==> config.mk <==
export PLATFORM = sky130hd
export DESIGN_NAME = v3n_div
export DESIGN_NICKNAME = d
export VERILOG_FILES = /design/src/rtl/core/v3n_div.sv
export VERILOG_INCLUDE_DIRS = /design/src /design/src/rtl/core
export SDC_FILE = /design/constraint.sdc
export NUM_CORES = 2
export LEC_CHECK = 0
export ABC_CLOCK_PERIOD_IN_PS = 4300
export BUFFER_PORTS_ARGS = -buffer_cell sky130_fd_sc_hd__buf_2
export CORE_MARGIN = 1.5
export CORE_UTILIZATION = 60
export CTS_BUF_LIST = sky130_fd_sc_hd__clkbuf_8
export DETAILED_ROUTE_END_ITERATION = 10
export HOLD_SLACK_MARGIN = 0.05
export PLACE_DENSITY_LB_ADDON = 0.15
export SYNTH_ARGS = -nofsm -noshare
export SYNTH_HDL_FRONTEND = slang
export SYNTH_SLANG_ARGS = --single-unit
export TNS_END_PERCENT = 50
==> constraint.sdc <==
create_clock -name clk -period 4.3 [get_ports clk]
set_input_delay 0.86 -clock clk [delete_from_list [all_inputs] [get_ports clk]]
set_output_delay 0.86 -clock clk [all_outputs]
set_load 0.02 [all_outputs]
==> src/rtl/core/vec3_normalize_unit_defines.svh <==
// Assertion macros shared by the vector normalization pipeline.
// Included by modules that carry concurrent checks; no other dependencies.
`ifndef VEC3_NORMALIZE_UNIT_DEFINES_SVH
`define VEC3_NORMALIZE_UNIT_DEFINES_SVH

// implication check sampled on the rising clock, off while reset is low
`define V3N_ASSERT_IMPL(label, clk_s, rstn_s, lhs, rhs, msg) \
    label: assert property (@(posedge clk_s) disable iff (!rstn_s) (lhs) |-> (rhs)) \
        else $error(msg);

// next-cycle implication check
`define V3N_ASSERT_NEXT(label, clk_s, rstn_s, lhs, rhs, msg) \
    label: assert property (@(posedge clk_s) disable iff (!rstn_s) (lhs) |=> (rhs)) \
        else $error(msg);

`endif

==> src/rtl/core/v3n_div.sv <==
// Pipelined restoring divider: floor(num * 2^FRAC / den), clamped to 2^UF.
// Depends on vec3_normalize_unit_defines.svh; num is always at most den / 2^8.
`include "vec3_normalize_unit_defines.svh"
module v3n_div #(
    parameter int NUM_BITS = 16,
    parameter int DEN_BITS = 24,
    parameter int FRAC     = 22,
    parameter int UF       = 14,
    parameter int TAG_BITS = 1
) (
    input  logic                clk,
    input  logic                rst_n,
    input  logic                in_valid,
    input  logic [NUM_BITS-1:0] num,
    input  logic [DEN_BITS-1:0] den,
    input  logic [TAG_BITS-1:0] in_tag,
    output logic                out_valid,
    output logic [UF:0]         quo,
    output logic [TAG_BITS-1:0] out_tag
);
    // the integer part a/d is 0 or 1, so the first stage handles it
    localparam int STAGES = FRAC + 1;
    localparam int RB     = DEN_BITS + 1;
    localparam int QB     = FRAC + 2;

    logic [RB-1:0]       r_reg   [0:STAGES];
    logic [QB-1:0]       q_reg   [0:STAGES];
    logic [DEN_BITS-1:0] d_reg   [0:STAGES];
    logic [TAG_BITS-1:0] t_reg   [0:STAGES];
    logic [STAGES:0]     vld_reg;

    always_ff @(posedge clk or negedge rst_n)
    begin
        if (!rst_n)
        begin
            vld_reg <= '0;
        end
        else
        begin
            vld_reg <= {vld_reg[STAGES-1:0], in_valid};
        end
    end

    // hold the numerator beside its divisor so both advance together
    always_ff @(posedge clk)
    begin
        r_reg[0] <= RB'(num);
        q_reg[0] <= '0;
        d_reg[0] <= den;
        t_reg[0] <= in_tag;
    end

    for (genvar g = 0; g < STAGES; g++)
    begin : g_stage
        logic [RB-1:0] r_sh;
        always_comb
        begin
            if (g == 0)
                r_sh = r_reg[g];
            else
                r_sh = {r_reg[g][RB-2:0], 1'b0};
        end
        always_ff @(posedge clk)
        begin
            d_reg[g+1] <= d_reg[g];
            t_reg[g+1] <= t_reg[g];
            if (r_sh >= RB'(d_reg[g]))
            begin
                r_reg[g+1] <= r_sh - RB'(d_reg[g]);
                q_reg[g+1] <= {q_reg[g][QB-2:0], 1'b1};
            end
            else
            begin
                r_reg[g+1] <= r_sh;
                q_reg[g+1] <= {q_reg[g][QB-2:0], 1'b0};
            end
        end
    end

    localparam logic [QB-1:0] ONE = QB'(1) << UF;

    assign quo       = (q_reg[STAGES] > ONE) ? ONE[UF:0] : q_reg[STAGES][UF:0];
    assign out_valid = vld_reg[STAGES];
    assign out_tag   = t_reg[STAGES];

    `V3N_ASSERT_IMPL(a_div_quo_bound, clk, rst_n, out_valid,
        quo <= ONE[UF:0], "quotient above one")
endmodule

=== After elaboration in Yosys (flattened, before gate mapping) ===
Memories as Yosys holds them, arrays and structs flattened.
Cells that the tools add are included.

* Memories: 4
* Input bits: 44
* Bits in writable memories: 1776
* Word-level logic and storage cells: 214
* Output and inout bits: 17
* Flip-flop bits (word level): 24

* Multiplexer cells: 116
* $add $sub $neg: 23
* Bitwise operators: 46
* Magnitude comparators: 24

{| class="wikitable"
|+ Memories
! name !! depth !! width !! rd ports !! clocked after Yosys merged registers in !! write ports !! line !! text
|-
| r_reg || 24 || 25 || 23 || 0 || 24 || v3n_div.sv:26 || <nowiki>logic [RB-1:0] r_reg [0:STAGES];</nowiki>
|-
| d_reg || 24 || 24 || 23 || 0 || 24 || v3n_div.sv:28 || <nowiki>logic [DEN_BITS-1:0] d_reg [0:STAGES];</nowiki>
|-
| q_reg || 24 || 24 || 24 || 0 || 24 || v3n_div.sv:27 || <nowiki>logic [QB-1:0] q_reg [0:STAGES];</nowiki>
|-
| t_reg || 24 || 1 || 24 || 0 || 24 || v3n_div.sv:29 || <nowiki>logic [TAG_BITS-1:0] t_reg [0:STAGES];</nowiki>
|}

{| class="wikitable"
|+ Operators with widths
! operator !! count
|-
| $ge 25x24->1 || 23
|-
| $mux 25 || 23
|-
| $sub 25x24->25 || 23
|-
| $mux 24 || 23
|-
| $mux 1 || 69
|-
| $or 1x1->1 || 46
|-
| $gt 24x15->1 const B || 1
|-
| $mux 15 || 1
|}

=== Longest topological paths before layout ===
An unclocked memory read counts as a cell.

* Word-level depth: 5
* Depth in mapped cells: 14
* Depth with buffers taken out: 13

=== Least setup slack after synthesis ===
OpenSTA, ideal clock, no wires.

* Kind: register to register
* From: memory d_reg[15][1]
* To: memory r_reg[2][18] in the netlist's numbering
* Stages on the path, launching flop included: 14
* Buffers on the path: 1
* Arrival time: 3306 ps
* Clock period less this slack: 3427 ps
* Required time: 4179 ps
* Setup time: 121 ps
* Setup slack: 873 ps
* Path through: dfxtp_1 inv_1 ha_1 nor2b_1 o31a_1 o41a_1 o211ai_1 a211o_1 a31oi_1 a221oi_1 o41ai_1 a41oi_2 buf_4 mux2_2

{| class="wikitable"
|+ RTL lines
! what !! line
|-
| start, declared || v3n_div.sv:28
|-
| end, declared || v3n_div.sv:26
|}

==> impl_metrics.toml <==
[timing]
whs_ns = 0.312
post-route-min-period_ns = 3.96
rsz0062_at_grt = "false"
tightest_slew_ns = 1.01
fin_setup_tns_ns = 0
max_slew_margin_pct = 32.6
slew_violations = 0
finalCritPeriodShare_pct = 92.1
setup_violations = 0
finClkSkew_ns = 0.0408
hold_violations = 0
max_freq_mhz = 252

[pwr]
p_leak_nw = 32.6
p_total_mw = 53.9
p_seq_share_pct = 34.8
intPower_mw = 34.6
power.switching_mw = 19.3
p_sw_share_pct = 35.8
clockPowerShare_pct = 22.7
combPwrFrac_pct = 42.5
ir_drop_mv = 0.441
power_density_mw_per_mm2 = 781

[synthesis]
synth_area_mm2 = 0.0617
syn_nets = 6862
yosys_most_used_dff = "dfxtp_1"
syn_inst = 6253
synth_edf_count = 0
synth-seq-cells = 1420
ys_seq_area_share_pct = 46.3
syn_area_per_cell_um2 = 9.86
yosys_warnings = 0
synth.distinct_cells = 90
synthArstFlopShare_pct = 1.69

[status]
status = "complete, no violations"

[floorplanning]
row_count = 117
die_h_um = 324
core_mm2 = 0.102
dieArea_mm2 = 0.105
start_util_pct = 60.5
pin_count = 61
die_w_um = 324

[setup_path]
cp-start-kind = "flip-flop"
cpPeakStageDelay_ns = 0.52
reg2reg_slack_ns = 0.52
crit_chain = "nor4_1 -> nand2_1 -> a21oi_2 -> buf_4 -> and2_1 -> buf_2"
r2r-start = "d_reg[13][6]"
reg2reg_depth = 12
r2r_end = "r_reg[1][168]"
crit_arrival_ns = 3.10
critPathKind = "reg -> out"
path_buf_inv = 2
required_ns = 3.44
endpoint_kind = "output port"
crit_path_top_delay_cell = "nor4_1"
cp_top_family = "simple AND/OR/NAND/NOR gates"
cp_max_fo = 14

[hold_path]
whs_endpoint = "q_reg[1][2]"
min_from = "q_reg[0][169]"
min_path_cells = 0
min_path_type = "reg -> reg"

[routing]
avgViaCountPerCell = 5.45
drt-total-wl_mm = 139
via_count = 43900
firstDrtPassIters = 6
ant_nets = 0
drc = 0
drt_iter0_drc = 2810
detail_route.wl_per_cell_um = 17.2

[clock_network]
clk_pin_slew_ns = 0.06
clkLatencyLatePin_ns = 0.91
cts_resized = 0
cts-buffers-inserted = 214
cts-root-buf = "clkbuf_8"
cts.sinks = 1420
clk_path_buf_depth = 3
htreeDepth = 4
cts_tree = "yes"

[finish]
area_growth_pct = 11.9
final_nets = 7099
largest_reg_flops = 552
final-instance-count-excl-fill = 8046
post-route-util_pct = 67.7
fill_cells = 8135
drive_gt1_share_pct = 12.4

[global_route]
grt_pass1_vias = 43300
grt_max_degree = 47
antenna_found_initial = 4
grt_overflow = 0
grt_pass1_wl_mm = 221
gr-usage-all-layers_pct = 26.6

[placement]
place_hpwl_mm = 107
placed_cells = 7599
place.gp.congestion = 0.944
portBuffers = 60

[job]
cap_violations = 0
## how the worst max path moves through the flow
stage,cells past startpoint,to,slack (ns),from
2_1_floorplan,13,r_reg[2][18],0.87,d_reg[15][1]
3_3_place_gp,13,r_reg[2][54],0.60,d_reg[17][1]
3_5_place_dp,12,r_reg[1][155],0.53,d_reg[13][6]
4_1_cts,6,quo[2],0.16,q_reg[2][189]
5_1_grt,6,quo[2],0.16,q_reg[2][189]
6_report,6,quo[2],0.34,q_reg[2][189]
## layout make-up
type	count	area [um2]	share of cell area, %
Clock buffer	274	3770	5.47
Timing Repair Buffer	135	1010	1.46
Tap cell	1368	1710	2.48
Antenna cell	3	7.51	0.0109
Sequential cell	1420	28500	41.4
Clock inverter	127	1200	1.74
Multi-Input combinational cell	4044	30200	43.8
Inverter	675	2530	3.67
## cells in the mapped netlist (81+ instances only)
cell | n | area share (%)
dfxtp_1 | 1396 | 45
inv_1 | 675 | 4.1
ha_1 | 543 | 11
a21oi_1 | 414 | 3.4
nand2_1 | 372 | 2.3
o21ai_0 | 346 | 2.8
nor2_1 | 313 | 1.9
mux2_2 | 289 | 5.3
xnor2_1 | 257 | 3.6
a21o_1 | 210 | 2.6
xor2_1 | 168 | 2.4
clkbuf_1 | 89 | 0.54
nand3_1 | 88 | 0.71
nor2b_1 | 85 | 0.86
nand4_1 | 81 | 0.82
## cells in the final DEF, fill, tap and decap left out, drive strengths merged, types with 81 or more instances in the layout
cell type and instances:
nand4 81, a21oi 416, nor2b 85, buf 92, o21ai 353, mux2 309
nor2 313, nand3 88, inv 731, clkbuf 274, xnor2 257, a21o 212
xor2 168, dfxtp 1396, ha 543, nand2 372
## kinds of logic after synthesis
logic type | share of synthesized area [%]
and+or+nand+nor | 10.2
xor gates and xnor gates | 6.03
adders and majority gates | 11.7
buffers and inverters | 4.93
DFF | 46.3
muxes | 6.13
AOI/OAI and AO/OA | 14.7
## routing by layer
layer  up-vias  wire length (um)  GRT usage (%)
li1      22000                 -              -
met1     20500             59600           32.2
met2      1033             67100           46.4
met3       315              5820           3.98
met4         0              5980           12.7
met5         -                 0              0
## through the flow
stage	setup WS (ns)	area [um2]
after floorplan	0.873	61700
after global placement	0.600	63600
after detailed placement	0.531	63600
after CTS	0.164	69000
after global routing	0.163	69000
final	0.338	69000
## timing repair
action | CTS | global route
hold buffers | 43 | 0
endpoints found under the hold margin | 66 | 0
buffers inserted | 0 | 0
## power groups by stage
stage / Clock (mW) / Combinational (mW) / Sequential, mW
2_1_floorplan: 0 / 18.4 / 17.8
4_1_cts: 12.5 / 22.8 / 18.8
3_3_place_gp: 0 / 22.2 / 19.0
3_5_place_dp: 0 / 22.5 / 19.0
5_1_grt: 13.1 / 25.5 / 19.0
6_report: 12.3 / 22.9 / 18.7
No activity file was read; power rests on OpenSTA's default activity.
