[src/rtl/core/vec3_normalize_unit_defines.svh]
// Assertion macros shared by the vector normalization pipeline.
// Included by modules that carry concurrent checks; no other dependencies.
`ifndef VEC3_NORMALIZE_UNIT_DEFINES_SVH
`define VEC3_NORMALIZE_UNIT_DEFINES_SVH

// implication check sampled on the rising clock, off while reset is low
`define V3N_ASSERT_IMPL(label, clk_s, rstn_s, lhs, rhs, msg) \
    label: assert property (@(posedge clk_s) disable iff (!rstn_s) (lhs) |-> (rhs)) \
        else $error(msg);

// next-cycle implication check
`define V3N_ASSERT_NEXT(label, clk_s, rstn_s, lhs, rhs, msg) \
    label: assert property (@(posedge clk_s) disable iff (!rstn_s) (lhs) |=> (rhs)) \
        else $error(msg);

`endif

[src/rtl/core/v3n_sqrt.sv]
// Pipelined restoring square root: one result bit per stage.
// Depends on vec3_normalize_unit_defines.svh.
`include "vec3_normalize_unit_defines.svh"
module v3n_sqrt #(
    parameter int RAD_BITS  = 52,
    parameter int ROOT_BITS = 26,
    parameter int TAG_BITS  = 8
) (
    input  logic                 clk,
    input  logic                 rst_n,
    input  logic                 in_valid,
    input  logic [RAD_BITS-1:0]  radicand,
    input  logic [TAG_BITS-1:0]  in_tag,
    output logic                 out_valid,
    output logic [ROOT_BITS-1:0] root,
    output logic [TAG_BITS-1:0]  out_tag
);
    localparam int REM_BITS = ROOT_BITS + 2;
    localparam int RADP     = 2 * ROOT_BITS;

    logic [RADP-1:0]      rad_reg  [0:ROOT_BITS];
    logic [REM_BITS-1:0]  rem_reg  [0:ROOT_BITS];
    logic [ROOT_BITS-1:0] root_reg [0:ROOT_BITS];
    logic [TAG_BITS-1:0]  tag_reg  [0:ROOT_BITS];
    logic [ROOT_BITS:0]   vld_reg;

    always_ff @(posedge clk or negedge rst_n)
    begin
        if (!rst_n)
        begin
            vld_reg <= '0;
        end
        else
        begin
            vld_reg <= {vld_reg[ROOT_BITS-1:0], in_valid};
        end
    end

    always_ff @(posedge clk)
    begin
        rad_reg[0]  <= RADP'(radicand);
        rem_reg[0]  <= '0;
        root_reg[0] <= '0;
        tag_reg[0]  <= in_tag;
    end

    for (genvar g = 0; g < ROOT_BITS; g++)
    begin : g_stage
        logic [REM_BITS-1:0] rem_sh;
        logic [REM_BITS-1:0] trial;
        always_comb
        begin
            rem_sh = {rem_reg[g][REM_BITS-3:0], rad_reg[g][RADP-1 -: 2]};
            trial  = {root_reg[g], 2'b01};
        end
        always_ff @(posedge clk)
        begin
            rad_reg[g+1] <= rad_reg[g] << 2;
            tag_reg[g+1] <= tag_reg[g];
            if (rem_sh >= trial)
            begin
                rem_reg[g+1]  <= rem_sh - trial;
                root_reg[g+1] <= {root_reg[g][ROOT_BITS-2:0], 1'b1};
            end
            else
            begin
                rem_reg[g+1]  <= rem_sh;
                root_reg[g+1] <= {root_reg[g][ROOT_BITS-2:0], 1'b0};
            end
        end
    end

    assign out_valid = vld_reg[ROOT_BITS];
    assign root      = root_reg[ROOT_BITS];
    assign out_tag   = tag_reg[ROOT_BITS];

    `V3N_ASSERT_NEXT(a_sqrt_valid_flow, clk, rst_n, in_valid, vld_reg[0], "sqrt lost an item")
    `V3N_ASSERT_IMPL(a_sqrt_root_bound, clk, rst_n, out_valid,
        root <= {1'b1, {(ROOT_BITS-1){1'b0}}} + {1'b0, {(ROOT_BITS-1){1'b1}}},
        "sqrt root out of range")
endmodule

[config.mk]
export PLATFORM = sky130hd
export DESIGN_NAME = v3n_sqrt
export DESIGN_NICKNAME = d
export VERILOG_FILES = /design/src/rtl/core/v3n_sqrt.sv
export VERILOG_INCLUDE_DIRS = /design/src /design/src/rtl/core
export SDC_FILE = /design/constraint.sdc
export NUM_CORES = 2
export LEC_CHECK = 0
export ABC_CLOCK_PERIOD_IN_PS = 5050
export BUFFER_PORTS_ARGS = -buffer_cell sky130_fd_sc_hd__buf_2
export CORE_MARGIN = 4
export CORE_UTILIZATION = 40
export CTS_BUF_LIST = sky130_fd_sc_hd__clkbuf_16
export DETAILED_ROUTE_END_ITERATION = 8
export HOLD_SLACK_MARGIN = 0.15
export PLACE_DENSITY = 0.59
export SLEW_MARGIN = 10
export SYNTH_ARGS = -nofsm -noshare
export SYNTH_HDL_FRONTEND = slang
export SYNTH_SLANG_ARGS = --single-unit
[constraint.sdc]
create_clock -name clk -period 5.05 [get_ports clk]
set_input_delay 0.2525 -clock clk [delete_from_list [all_inputs] [get_ports clk]]
set_output_delay 0.2525 -clock clk [all_outputs]
set_load 0.03 [all_outputs]
# Word level (Yosys, flattened, before mapping)
# Memories as Yosys holds them, arrays and structs flattened.
# Cells that the tools add are included.
op_classes:
  n_addsub: 26
  mux: 130
  n_bitwise: 52
  n_lt_le_gt_ge: 26
ops:
  columns: ["op", "count"]
  rows:
  - ["$ge 28x28->1", 26]
  - ["$mux 28", 26]
  - ["$sub 28x28->28", 26]
  - ["$mux 26", 26]
  - ["$mux 1", 78]
  - ["$or 1x1->1", 52]
totals:
  reg_bits: 27
  mem_bits_rw: 3078
  out_inout_bits: 35
  n_memories: 4
memory_table:
  columns: ["memory", "depth", "word_bits", "rd", "rd_ports_with_merged_regs", "write_ports", "line", "text"]
  rows:
  - ["rad_reg", 27, 52, 26, 0, 27, "v3n_sqrt.sv:21", "logic [RADP-1:0] rad_reg [0:ROOT_BITS];"]
  - ["rem_reg", 27, 28, 26, 0, 27, "v3n_sqrt.sv:22", "logic [REM_BITS-1:0] rem_reg [0:ROOT_BITS];"]
  - ["root_reg", 27, 26, 27, 0, 27, "v3n_sqrt.sv:23", "logic [ROOT_BITS-1:0] root_reg [0:ROOT_BITS];"]
  - ["tag_reg", 27, 8, 27, 0, 27, "v3n_sqrt.sv:24", "logic [TAG_BITS-1:0] tag_reg [0:ROOT_BITS];"]

# Logic depth before layout (Yosys ltp)
# An unclocked memory read counts as a cell.
logic_depth:
  depth_word: 5
  depth_mapped: 14

# Worst setup path after synthesis
# OpenSTA, ideal clock, no wires.
synth_path:
  kind: "flip-flop to flip-flop"
  from: "mem root_reg[24][0]"
  to: "mem rem_reg[1][253] in the netlist's numbering"
  n_path_buf: 2
  required_ns: 4.921
  path_slack_ns: 2.043
  synth_period_minus_slack_ns: 3.007
  arrival_time_ns: 2.879
  stages_incl_launch_ff: 13
  cell_sequence: "dfxtp_1 > inv_1 > ha_1 > nor2b_1 > o21ba_2 > o21ai_0 > a211oi_1 > a2111oi_2 > nor4b_1 > o31a_1 > clkbuf_1 > clkbuf_1 > o21ai_0"
synth_rtl:
  columns: ["item", "line"]
  rows:
  - ["start, declared", "v3n_sqrt.sv:23"]
  - ["end, declared", "v3n_sqrt.sv:22"]

==> impl_summary.txt <==
----------------------------------------------------
[Run status]
  Outcome ... finished clean

[Synthesis]
  Top post-synthesis cells by count ... 1884 x dfxtp_1, 473 x inv_1, 381 x nand2_1, 379 x ha_1, 339 x a21oi_1
  Yosys reg bits ... 1911
  Flip-flop cell with the highest count after synthesis ... dfxtp_1
  Multiplexer area fraction after synthesis ... 0.953%
  Share of synthesized area occupied by flip-flops and latches ... 59.7%
  Most numerous cell in the Yosys netlist ... dfxtp_1
  Mean cell area of the mapped netlist ... 10.8 µm²
  Synthesis Warnings ... 0
  Number of flops mapped to enable cells by yosys ... 0
  Most area-hungry cell type in the Yosys netlist ... dfxtp_1
  Largest cells by area after synthesis ... dfxtp_1 59%, ha_1 7.4%, xnor2_1 3.4%, xor2_1 3.4%, inv_1 2.8%
  Distinct cells, synth ... 82
  Post-synthesis simple-gate area fraction ... 11.1%
  Syn nets ... 6405
  Proportion of register bits with asynchronous set or reset after synthesis ... 1.41%
  Compound-cell area share of the yosys netlist ... 10.7%
  Dominant combinational cell family by area after synthesis ... simple AND/OR/NAND/NOR gates
  Gate count of the mapped netlist ... 5963
  Post-synthesis share of cell area spent on xor and xnor gates ... 6.77%
  Area share of the largest cell type after synthesis ... 58.6%
  Post-Syn Area ... 0.0643 mm²
  Adder-Cell Fraction of Synth Area ... 7.37%

[Timing]
  Slew HR ... 22.6%
  Pins Over Slew Limit ... 0
  Total negative slack ... 0 ns
  Crit share post-route ... 72.4%
  Worst-case clock skew ... 0.0344 ns
  Setup repair after global routing missed its margin ... no
  Pin slew with the least headroom to its limit ... 1.13 ns
  Timing-limited maximum frequency ... 274 MHz
  WHS ... 0.302 ns
  Final hold violation count ... 0
  Min Clock Period, post-route ... 3.65 ns
  Final setup violation count ... 0

[Detailed routing]
  First-pass detailed-route iteration total ... 5
  Via density per instance ... 4.71
  Count of nets left with antenna violations after detail routing ... 0
  Top Layer Used ... met4
  Routed Wire Length ... 120 mm
  Met3 layer wire length in the routed design ... 5.15 mm
  Detailed route wirelength on metal2 ... 54.1 mm
  Detailed-route wire length per cell ... 13.9 µm
  Number of DRC markers in iteration 0 ... 2045
  Met1 wire length ... 56.7 mm
  Drt drc ... 0
  Vias after detailed routing ... 40500

[Finish]
  Filler cell count in the final layout ... 14600
  Total Nets Final ... 6735
  Share of cells above drive strength 1 ... 7.89%
  Final cell area excluding filler cells ... 0.0750 mm²
  Synthesis-to-layout area growth ... 16.5%
  Flip-flop count of the largest register after layout ... 702

[Global route]
  Number of antenna violations at the first check in global routing ... 3
  Global-route congestion overflow total ... 0
  Largest net degree at the start of global routing ... 53
  First-pass GRT wire length ... 199 mm
  Overall Global Routing Usage ... 14.2%
  Number of global-route vias before repair ... 39800

[Critical path]
  CP peak stage delay ... 0.64 ns
  Sort of element at the end of the critical path ... register
  Slowest CP cell ... a2111oi_2
  Family with the most delay on the worst path ... compound AO/OA/AOI/OAI gates
  Critical-path cell list ... inv_1 -> ha_1 -> nor2b_1 -> o21ba_2 -> o21ai_0 -> a211oi_1 -> a2111oi_2 -> nor4b_1 -> o31a_1 -> buf_4 -> nor4bb_1 -> a2111oi_0
  Startpoint type of the worst setup path ... register
  Type of the setup path with the least slack ... reg -> reg
  Maximum fanout along the worst path ... 52
  Arrival time worst endpoint ... 4.33 ns
  Required time of the critical path ... 5.72 ns
  Number of buffer and inverter instances along the worst setup path ... 2

[Clock tree]
  Setup Fix Bufs, Post-CTS ... 0
  Root buffer cell ... clkbuf_16
  H-tree Lvls ... 4
  Reg clk slew, reported paths ... 0.06 ns
  # clock sinks ... 1911
  Clock latency reported for the late side of the worst-skew pair ... 0.81 ns
  Bufs on Longest Clock Path ... 3
  TritonCTS clock tree ... built
  Number of buffers created by CTS ... 191

[Die]
  Die span in x ... 409 µm
  Row count ... 146
  Top Ports ... 98
  Die Span Y ... 409 µm
  Die area ... 0.167 mm²
  Initial core utilization ... 40.4%
  Standard cell core area ... 0.159 mm²

[Place]
  Gpl congestion ... 0.856
  Dpl cell area ... 0.0672 mm²
  Post-detail-place hpwl ... 87.5 mm
  Number of port buffers ... 97

[Power and ir drop]
  Static Leakage ... 0.0347 µW
  PD cells ... 525 mW/mm²
  Sum of internal, switching and leakage power ... 39400 µW
  Maximum vdd ir drop ... 369 µV

[Min path]
  Class of the most critical hold timing path ... reg -> reg

[Flow run]
  Number of violations of the max-capacitance limit ... 0

----------------------------------------------------
==> cells in the final DEF (no fill, tap or decap), drive strengths merged, types with 124 or more instances in the layout <==
cell type,synthesis,final
dfxtp,1884,1884
inv,475,524
nand2,381,381
ha,379,379
a21oi,339,339
nor2,307,307
o21ai,300,300
xnor2,250,250
xor2,247,247
clkbuf,81,193
nor3,140,140
dlygate4sd3,0,124
==> path summary, 6_finish.rpt <==
path | slack [ns] | endpoint | startpoint | cells after the start
worst max-delay path | 1.40 | rem_reg[1][277]$_DFF_P_ | root_reg[24][0]$_DFF_P_ | 12
worst min-delay path | 0.30 | rad_reg[4][100]$_DFF_P_ | rad_reg[4][46]$_DFF_P_ | 0
worst max register to register | 1.40 | rem_reg[1][277]$_DFF_P_ | root_reg[24][0]$_DFF_P_ | 12
worst min register to register | 0.30 | rad_reg[4][100]$_DFF_P_ | rad_reg[4][46]$_DFF_P_ | 0
max in group asynchronous | 4.42 | vld_reg[7]$_DFF_PN0_ | rst_n | 4
min in group asynchronous | 0.48 | vld_reg[17]$_DFF_PN0_ | rst_n | 4
==> report_power, final <==
| part | leakage, µW | switching, µW | internal (µW) | total (µW) |
|---|---|---|---|---|
| Sequential | 0.0161 | 1610 | 17400 | 19000 |
| Combinational | 0.0154 | 3400 | 2870 | 6270 |
| Clock | 0.00326 | 5860 | 8200 | 14100 |
==> kinds of logic (layout without fill, tap and decap cells) <==
| family | count (synthesis) | count (layout) |
|---|---|---|
| flip-flops | 1911 | 1911 |
| AND/OR/NAND/NOR | 1431 | 1431 |
| AO/OA/AOI/OAI | 1112 | 1112 |
| buffers and inverters | 577 | 1065 |
| XOR/XNOR | 497 | 497 |
| adder cells (fa/ha/maj) | 379 | 379 |
| multiplexers | 55 | 55 |
| other | 1 | 2 |
==> repair_timing <==
item	in CTS	in global routing
hold buffers	125	0
gates resized for setup	0	0
hold endpoints to repair	88	0
==> metal layers <==
metal  global-route usage, %  up-vias
li1                        -    21000
met1                    18.6    18600
met2                    23.3      702
met3                    2.86      271
met4                    5.29        0
met5                       0        -
==> cell type report <==
type                            count  area (µm²)  area share, %
Sequential cell                  1911       38400           51.2
Clock inverter                    158        1630           2.17
Multi-Input combinational cell   3475       23800           31.7
Antenna cell                        1        2.50        0.00334
Tap cell                         2146        2690           3.58
Timing Repair Buffer              238        1880           2.51
Clock buffer                      193        4830           6.44
Inverter                          476        1790           2.38
==> per-stage QoR <==
step	utilization [%]	setup WS [ns]	cells
after floorplan	-	2.04	5963
after global placement	42.3	1.54	8121
after detailed placement	42.3	1.45	8121
after CTS	47.1	1.35	8597
after global routing	47.1	1.09	8597
final	47.1	1.40	8598
(Power assumes the default switching activity.)
